**src/design/tcw_pkg.sv**
```systemverilog
`timescale 1ns / 1ps
// ----------------------------------------------------------------------------
// tcw_pkg: shared types and constants of the text console writer
// Holds the datapath operation codes, the controller/datapath command and
// status structs, request mode codes and character constants.
// ----------------------------------------------------------------------------
package tcw_pkg;

   // request modes
   localparam logic [1:0] MODE_PRINT = 2'd0;
   localparam logic [1:0] MODE_CLEAR = 2'd1;
   localparam logic [1:0] MODE_READ  = 2'd2;

   // character and cell constants
   localparam logic [7:0]  CHAR_NEWLINE = 8'h0A;
   localparam logic [7:0]  CHAR_TAB     = 8'h09;
   localparam logic [7:0]  CHAR_SPACE   = 8'h20;
   localparam logic [7:0]  TEXT_ATTR    = 8'h07;
   localparam logic [15:0] BLANK_CELL   = {TEXT_ATTR, CHAR_SPACE};

   // one datapath operation per cycle
   typedef enum logic [3:0] {
      OP_NONE,
      OP_LATCH,
      OP_PUT,
      OP_NEWLINE,
      OP_SCROLL_START,
      OP_SCROLL_RD,
      OP_SCROLL_WR,
      OP_BLANK_WR,
      OP_CLEAR_START,
      OP_CLEAR_WR,
      OP_READ,
      OP_RESPOND
   } op_type;

   typedef struct packed {
      op_type op;
   } dp_cmd_type;

   typedef struct packed {
      logic is_print;
      logic is_clear;
      logic is_read;
      logic is_newline;
      logic is_tab;
      logic scroll_pend;
      logic tab_more;
      logic copy_last;
      logic sweep_last;
      logic rsp_free;
   } dp_status_type;

endpackage

```
**src/design/tcw_controller.sv**
```systemverilog
`timescale 1ns / 1ps
// ----------------------------------------------------------------------------
// tcw_controller: sequencing state machine of the text console writer
// Steps through print, scroll, clear and read sequences, one datapath
// operation per cycle.
// ----------------------------------------------------------------------------
module tcw_controller (
   input  logic                   clock,
   input  logic                   reset,
   input  logic                   req_valid,
   output logic                   req_stall,
   input  tcw_pkg::dp_status_type status,
   output tcw_pkg::dp_cmd_type    cmd
);
   import tcw_pkg::*;

   typedef enum logic [3:0] {
      ST_INIT_CLR,
      ST_IDLE,
      ST_DISPATCH,
      ST_PUT,
      ST_CHECK,
      ST_SCR_RD,
      ST_SCR_WR,
      ST_BLANK,
      ST_CLEAR,
      ST_READ_WAIT,
      ST_DONE
   } state_type;

   state_type state_ff, state_in;

   always_comb begin
      state_in = state_ff;
      cmd.op   = OP_NONE;
      unique case (state_ff)
         ST_INIT_CLR: begin
            cmd.op = OP_CLEAR_WR;
            if (status.sweep_last) state_in = ST_IDLE;
         end
         ST_IDLE: begin
            if (req_valid) begin
               cmd.op   = OP_LATCH;
               state_in = ST_DISPATCH;
            end
         end
         ST_DISPATCH: begin
            priority if (status.is_print && status.is_newline) begin
               cmd.op   = OP_NEWLINE;
               state_in = ST_CHECK;
            end else if (status.is_print) begin
               state_in = ST_PUT;
            end else if (status.is_clear) begin
               cmd.op   = OP_CLEAR_START;
               state_in = ST_CLEAR;
            end else if (status.is_read) begin
               cmd.op   = OP_READ;
               state_in = ST_READ_WAIT;
            end else begin
               state_in = ST_DONE;
            end
         end
         ST_PUT: begin
            cmd.op   = OP_PUT;
            state_in = ST_CHECK;
         end
         ST_CHECK: begin
            priority if (status.scroll_pend) begin
               cmd.op   = OP_SCROLL_START;
               state_in = ST_SCR_RD;
            end else if (status.is_tab && status.tab_more) begin
               state_in = ST_PUT;
            end else begin
               state_in = ST_DONE;
            end
         end
         ST_SCR_RD: begin
            cmd.op   = OP_SCROLL_RD;
            state_in = ST_SCR_WR;
         end
         ST_SCR_WR: begin
            cmd.op   = OP_SCROLL_WR;
            state_in = status.copy_last ? ST_BLANK : ST_SCR_RD;
         end
         ST_BLANK: begin
            cmd.op = OP_BLANK_WR;
            if (status.sweep_last) state_in = ST_CHECK;
         end
         ST_CLEAR: begin
            cmd.op = OP_CLEAR_WR;
            if (status.sweep_last) state_in = ST_DONE;
         end
         ST_READ_WAIT: begin
            state_in = ST_DONE;
         end
         ST_DONE: begin
            if (status.rsp_free) begin
               cmd.op   = OP_RESPOND;
               state_in = ST_IDLE;
            end
         end
         default: begin
            state_in = ST_INIT_CLR;
         end
      endcase
   end

   always_ff @(posedge clock) begin
      if (reset) begin
         state_ff <= ST_INIT_CLR;
      end else begin
         state_ff <= state_in;
      end
   end

   assign req_stall = state_ff != ST_IDLE;

endmodule

```
**config.mk**
```make
export PLATFORM = sky130hd
export DESIGN_NAME = tcw_controller
export DESIGN_NICKNAME = d
export VERILOG_FILES = /design/src/design/tcw_pkg.sv /design/src/design/tcw_controller.sv
export SDC_FILE = /design/constraint.sdc
export NUM_CORES = 1
export LEC_CHECK = 0
export BUFFER_PORTS_ARGS = -buffer_cell sky130_fd_sc_hd__buf_2
export CAP_MARGIN = 30
export CORE_UTILIZATION = 30
export CTS_CLUSTER_DIAMETER = 50
export DETAILED_ROUTE_END_ITERATION = 6
export SLEW_MARGIN = 10
export SYNTH_ARGS = -nofsm -noshare
export SYNTH_HDL_FRONTEND = slang
export SYNTH_SLANG_ARGS = --single-unit
```
**constraint.sdc**
```tcl
create_clock -name clock -period 2.4 [get_ports clock]
set_clock_uncertainty 0.1 [all_clocks]
set_input_delay 0.12 -clock clock [delete_from_list [all_inputs] [get_ports clock]]
set_output_delay 0.12 -clock clock [all_outputs]
set_load 0.01 [all_outputs]
```
# ---- After elaboration in Yosys (flattened, before gate mapping)
# Cells that the tools add are included.
dict set report op_classes {
  n_eq_ne 16
  muxes 21
  n_reduce_logical 5
}
# cell count
set op_table {}
lappend op_table {{4-bit 2-to-1 mux} 14}
lappend op_table {{4-bit one-hot mux with 11 select lines} 1}
lappend op_table {{4-bit one-hot mux with 9 select lines} 1}
lappend op_table {{4-bit by 3-bit equality test with 1-bit output (second input constant)} 4}
lappend op_table {{4-bit equality test (second input constant)} 3}
lappend op_table {{2-bit != test (second input constant)} 5}
lappend op_table {{4-bit by 2-bit equality test with 1-bit output (second input constant)} 2}
lappend op_table {{2-bit 2-to-1 mux} 3}
lappend op_table {{5-bit AND reduction} 1}
lappend op_table {{4-bit by 1-bit equality test with 1-bit output (second input constant)} 1}
lappend op_table {{4-bit zero test} 1}
lappend op_table {{4-bit by 1-bit != test with 1-bit output (second input constant)} 1}
lappend op_table {{3-bit 2-to-1 mux} 1}
lappend op_table {{1-bit logical AND} 2}
lappend op_table {{2-bit OR reduction} 1}
lappend op_table {{1-bit 2-to-1 mux} 1}
dict set report totals {
  register_bits 4
  input_bits 13
  output_inout_bits 5
  elab_cells 43
}

# ---- Longest topological paths before layout
dict set report depth {
  depth_word 5
  depth_mapped 6
  ltp_nobuf 5
}

# ---- Least setup slack after synthesis
# No wires, ideal clock.
dict set report synth_timing {
  path_type {register -> register}
  startpoint {register state_ff[1]}
  endpoint {register state_ff[0]}
  setup_time_ns 0.122
  t_arrival_ns 1.113
  t_required_ns 2.178
  path_slack_ns 1.065
  path_stages_with_launch 6
  path_buffers 0
  synth_period_minus_slack_ns 1.335
  cell_sequence {dfxtp_1 -> or3_1 -> a21oi_2 -> a21oi_1 -> a21oi_1 -> nor3_1}
}
dict set report synth_via {
  elab_chain_cells 3
  word_cells_on_any_way 18
  cone_classes {eq/ne: 15; mux: 1; reduce/logical: 2}
}
# element line_no
set synth_lines {}
lappend synth_lines {{from (decl)} tcw_controller.sv:31} ;# state_type state_ff, state_in;
lappend synth_lines {{from (signal assigned)} tcw_controller.sv:112} ;# state_ff <= state_in;
lappend synth_lines {{4-bit by 3-bit equality test with 1-bit output, or another cell as far along} tcw_controller.sv:36} ;# unique case (state_ff)
lappend synth_lines {{2-bit != test (no line)} -}
lappend synth_lines {{5-bit AND reduction (no line)} -}
# Several ways; a longest one is shown, not always the timed one.
# A chain may end at the register's enable or synchronous reset.

==> run_summary.xml <==
<?xml version="1.0" encoding="UTF-8"?>
<metrics>
  <group name="place">
    <metric name="place_inst" unit="">97</metric>
    <metric name="postPlaceCellArea" unit="um2">519</metric>
    <metric name="post_placement_setup_slack" unit="ns">0.766</metric>
    <metric name="dp.final_hpwl" unit="um">873</metric>
    <metric name="placement.io_buffers" unit="">17</metric>
    <metric name="place_congestion" unit="">0.766</metric>
  </group>
  <group name="final_layout">
    <metric name="largest_reg_flops" unit="">4</metric>
    <metric name="layout.nets" unit="">101</metric>
    <metric name="area_delta_synth_final" unit="%">27.1</metric>
    <metric name="layout.cell_area.non_filler" unit="um2">552</metric>
    <metric name="finalCoreUtilization" unit="">0.419</metric>
    <metric name="layout.cells.most_common_list" unit="">buf_2 (17), a21oi_1 (13), nor2_1 (7)</metric>
    <metric name="filler_instances" unit="">154</metric>
    <metric name="final_layout_size_suffix_gt1_frac" unit="">0.256</metric>
    <metric name="final_cells" unit="">101</metric>
    <metric name="n_antenna_cell" unit="">0</metric>
    <metric name="layout.cells.most_common" unit="">buf_2</metric>
    <metric name="largest_register" unit="">state_ff</metric>
    <metric name="reg.largest.list" unit="">state_ff (4)</metric>
  </group>
  <group name="cts">
    <metric name="maximum_level_of_the_cts_h_tree" unit="">1</metric>
    <metric name="cts.root.buffer_cell" unit="">clkbuf_4</metric>
    <metric name="cts_tree" unit="">built</metric>
    <metric name="post_cts_setup_buffer_count" unit="">0</metric>
    <metric name="numCtsBuffers" unit="">3</metric>
    <metric name="cts-root-to-sink-buffers" unit="">2</metric>
    <metric name="clk_transition_reported_paths" unit="ns">0.04</metric>
    <metric name="cts.sinks" unit="">4</metric>
    <metric name="post_cts_resized" unit="">0</metric>
    <metric name="worstSkewPairLatency" unit="ns">0.24</metric>
  </group>
  <group name="route">
    <metric name="drt_first_pass_iters" unit="">4</metric>
    <metric name="postRouteAntennaNets" unit="">0</metric>
    <metric name="wirelength" unit="um">1160</metric>
    <metric name="vias_per_cell" unit="">5.41</metric>
    <metric name="dr.first_iter.drc_count" unit="">3</metric>
    <metric name="dr_total_vias" unit="">546</metric>
    <metric name="route.detailed.wl_per_inst" unit="um">11.4</metric>
    <metric name="route.detailed.drc" unit="">0</metric>
  </group>
  <group name="yosys">
    <metric name="synth.ff_latch_count" unit="">4</metric>
    <metric name="total_number_of_yosys_warnings" unit="">0</metric>
    <metric name="postSynthCellCount" unit="">69</metric>
    <metric name="syn_nets" unit="">82</metric>
    <metric name="synth.avg_cell_area" unit="um2">6.29</metric>
    <metric name="synth_cell_types" unit="">24</metric>
    <metric name="post_synth_instance_area" unit="um2">434</metric>
    <metric name="seq_area_frac_synth" unit="">0.184</metric>
  </group>
  <group name="timing">
    <metric name="unrepaired_setup_endpoints_after_global_routing" unit="">false</metric>
    <metric name="layout_min_cycle_time" unit="ns">1.79</metric>
    <metric name="fmax" unit="MHz">559</metric>
    <metric name="slew-limit-headroom" unit="">0.668</metric>
    <metric name="timing.final.hold_violations" unit="">0</metric>
    <metric name="setup_total_negative_slack" unit="ns">0</metric>
    <metric name="final_critical_path_setup_slack" unit="ns">0.611</metric>
    <metric name="setup-violations-final" unit="">0</metric>
    <metric name="worst_pin_slew" unit="ns">0.497</metric>
    <metric name="hold_ws" unit="ns">0.261</metric>
    <metric name="report.final.slew_viol_count" unit="">0</metric>
    <metric name="layout_worst_path_cycle_share" unit="">0.746</metric>
  </group>
  <group name="critical_path">
    <metric name="cp_class" unit="">reg -&gt; out</metric>
    <metric name="critical_path_peak_fanout" unit="">13</metric>
    <metric name="regToRegEndpoint" unit="">state_ff[0]</metric>
    <metric name="timing.rr.start" unit="">state_ff[1]</metric>
    <metric name="critical_path_launch_point_type" unit="">register</metric>
    <metric name="reg2reg_setup_slack" unit="ns">0.75</metric>
    <metric name="reg2reg_depth" unit="">4</metric>
    <metric name="cp.arrival" unit="ns">1.57</metric>
    <metric name="worst_ep_required" unit="ns">2.18</metric>
    <metric name="worst_setup_ep_type" unit="">primary output</metric>
  </group>
  <group name="power_and_ir_drop">
    <metric name="power" unit="mW">0.512</metric>
    <metric name="power.leakage" unit="nW">0.243</metric>
    <metric name="worst_ir_drop_vdd" unit="uV">366</metric>
    <metric name="power_per_cell_area" unit="nW/um2">928</metric>
  </group>
  <group name="floorplanning">
    <metric name="die_width" unit="um">40.0</metric>
    <metric name="ios" unit="">18</metric>
    <metric name="die_area" unit="um2">1600</metric>
    <metric name="core_area" unit="um2">1320</metric>
    <metric name="num_rows" unit="">13</metric>
    <metric name="chipHeight" unit="um">40.0</metric>
    <metric name="starting_density_of_the_core" unit="">0.330</metric>
  </group>
  <group name="worst_hold_path">
    <metric name="min_from" unit="">status[3]</metric>
    <metric name="hold_path_depth" unit="">5</metric>
    <metric name="timing.hold.worst_endpoint" unit="">state_ff[3]</metric>
    <metric name="worst_hold_path_type" unit="">in -&gt; reg</metric>
  </group>
  <group name="flow_run">
    <metric name="maxCapViolCount" unit="">0</metric>
  </group>
  <group name="grt">
    <metric name="wire_length_of_the_first_global_routing_pass" unit="um">1810</metric>
    <metric name="grt_pass1_vias" unit="">440</metric>
    <metric name="remaining_global_route_overflow" unit="">0</metric>
    <metric name="antenna_found_initial" unit="">0</metric>
    <metric name="grt_max_degree" unit="">18</metric>
    <metric name="global_route_usage_over_all_layers" unit="">0.172</metric>
  </group>
  <group name="run_status">
    <metric name="run_status" unit="">completed</metric>
  </group>
</metrics>
-- logic make-up after synthesis --
logic type	Yosys count	share of synthesized area
buffers and inverters	8	0.0778
AND/OR/NAND/NOR	26	0.297
flip-flops	4	0.184
AO/OA/AOI/OAI	31	0.441
-- where the power goes --
group | leakage (nW) | total (mW) | internal [mW] | switching (mW)
logic | 0.197 | 0.291 | 0.134 | 0.157
clock network | 0.0138 | 0.0836 | 0.0559 | 0.0276
registers | 0.0327 | 0.138 | 0.0857 | 0.0524
total | 0.243 | 0.512 | 0.276 | 0.237
-- per-layer routing --
layer,wire [um],track usage,vias up
met5,0,0,-
met4,0,0.0776,0
met3,43,0.0500,0
met2,560,0.266,13
met1,552,0.218,248
li1,-,-,285
-- Yosys cell counts, drive strengths merged --
cell type | number | share of area
a211oi | 1 | 0.017
a21o | 2 | 0.035
a21oi | 15 | 0.19
a311oi | 1 | 0.020
a41o | 1 | 0.023
buf | 3 | 0.035
clkbuf | 1 | 0.0086
dfxtp | 4 | 0.18
inv | 4 | 0.035
nand2 | 6 | 0.052
nand2b | 4 | 0.058
nand3 | 1 | 0.012
nand3b | 1 | 0.017
nor2 | 7 | 0.061
nor3 | 3 | 0.035
nor4b | 1 | 0.020
o21a | 1 | 0.017
o21ai | 7 | 0.081
o22ai | 1 | 0.014
o311a | 1 | 0.023
o31a | 1 | 0.020
or3 | 3 | 0.043
-- worst max-delay path by stage --
stage / start / endpoint / slack (ns) / cells past startpoint
5_1_grt: state_ff[2] / cmd[1] / 0.45 / 4
6_report: state_ff[1] / cmd[3] / 0.61 / 5
2_1_floorplan: state_ff[1] / state_ff[0] / 1.06 / 5
3_3_place_gp: state_ff[1] / state_ff[3] / 0.76 / 5
3_5_place_dp: state_ff[1] / state_ff[0] / 0.77 / 4
4_1_cts: state_ff[1] / cmd[3] / 0.62 / 5
-- area by class of cell --
type	count	area (um2)	area share
inverter	4	15.0	0.0272
tap	15	18.8	0.0340
clock buffer	3	22.5	0.0408
sequential	4	80.1	0.145
timing repair buffer	18	95.1	0.172
multi-input combinational	57	320	0.580
-- repair_timing --
action | 4_1_cts | 5_1_grt
hold buffers | 1 | 0
setup endpoints to repair | 0 | 0
endpoints found under the hold margin | 1 | 0
-- worst max-delay path: stages (launching register included) --
cell and delay (ns):
dfxtp_1 0.54, inv_1 0.21, a21oi_1 0.22, o31a_1 0.17, nor3_1 0.04, buf_2 0.15
(Power assumes the default switching activity.)
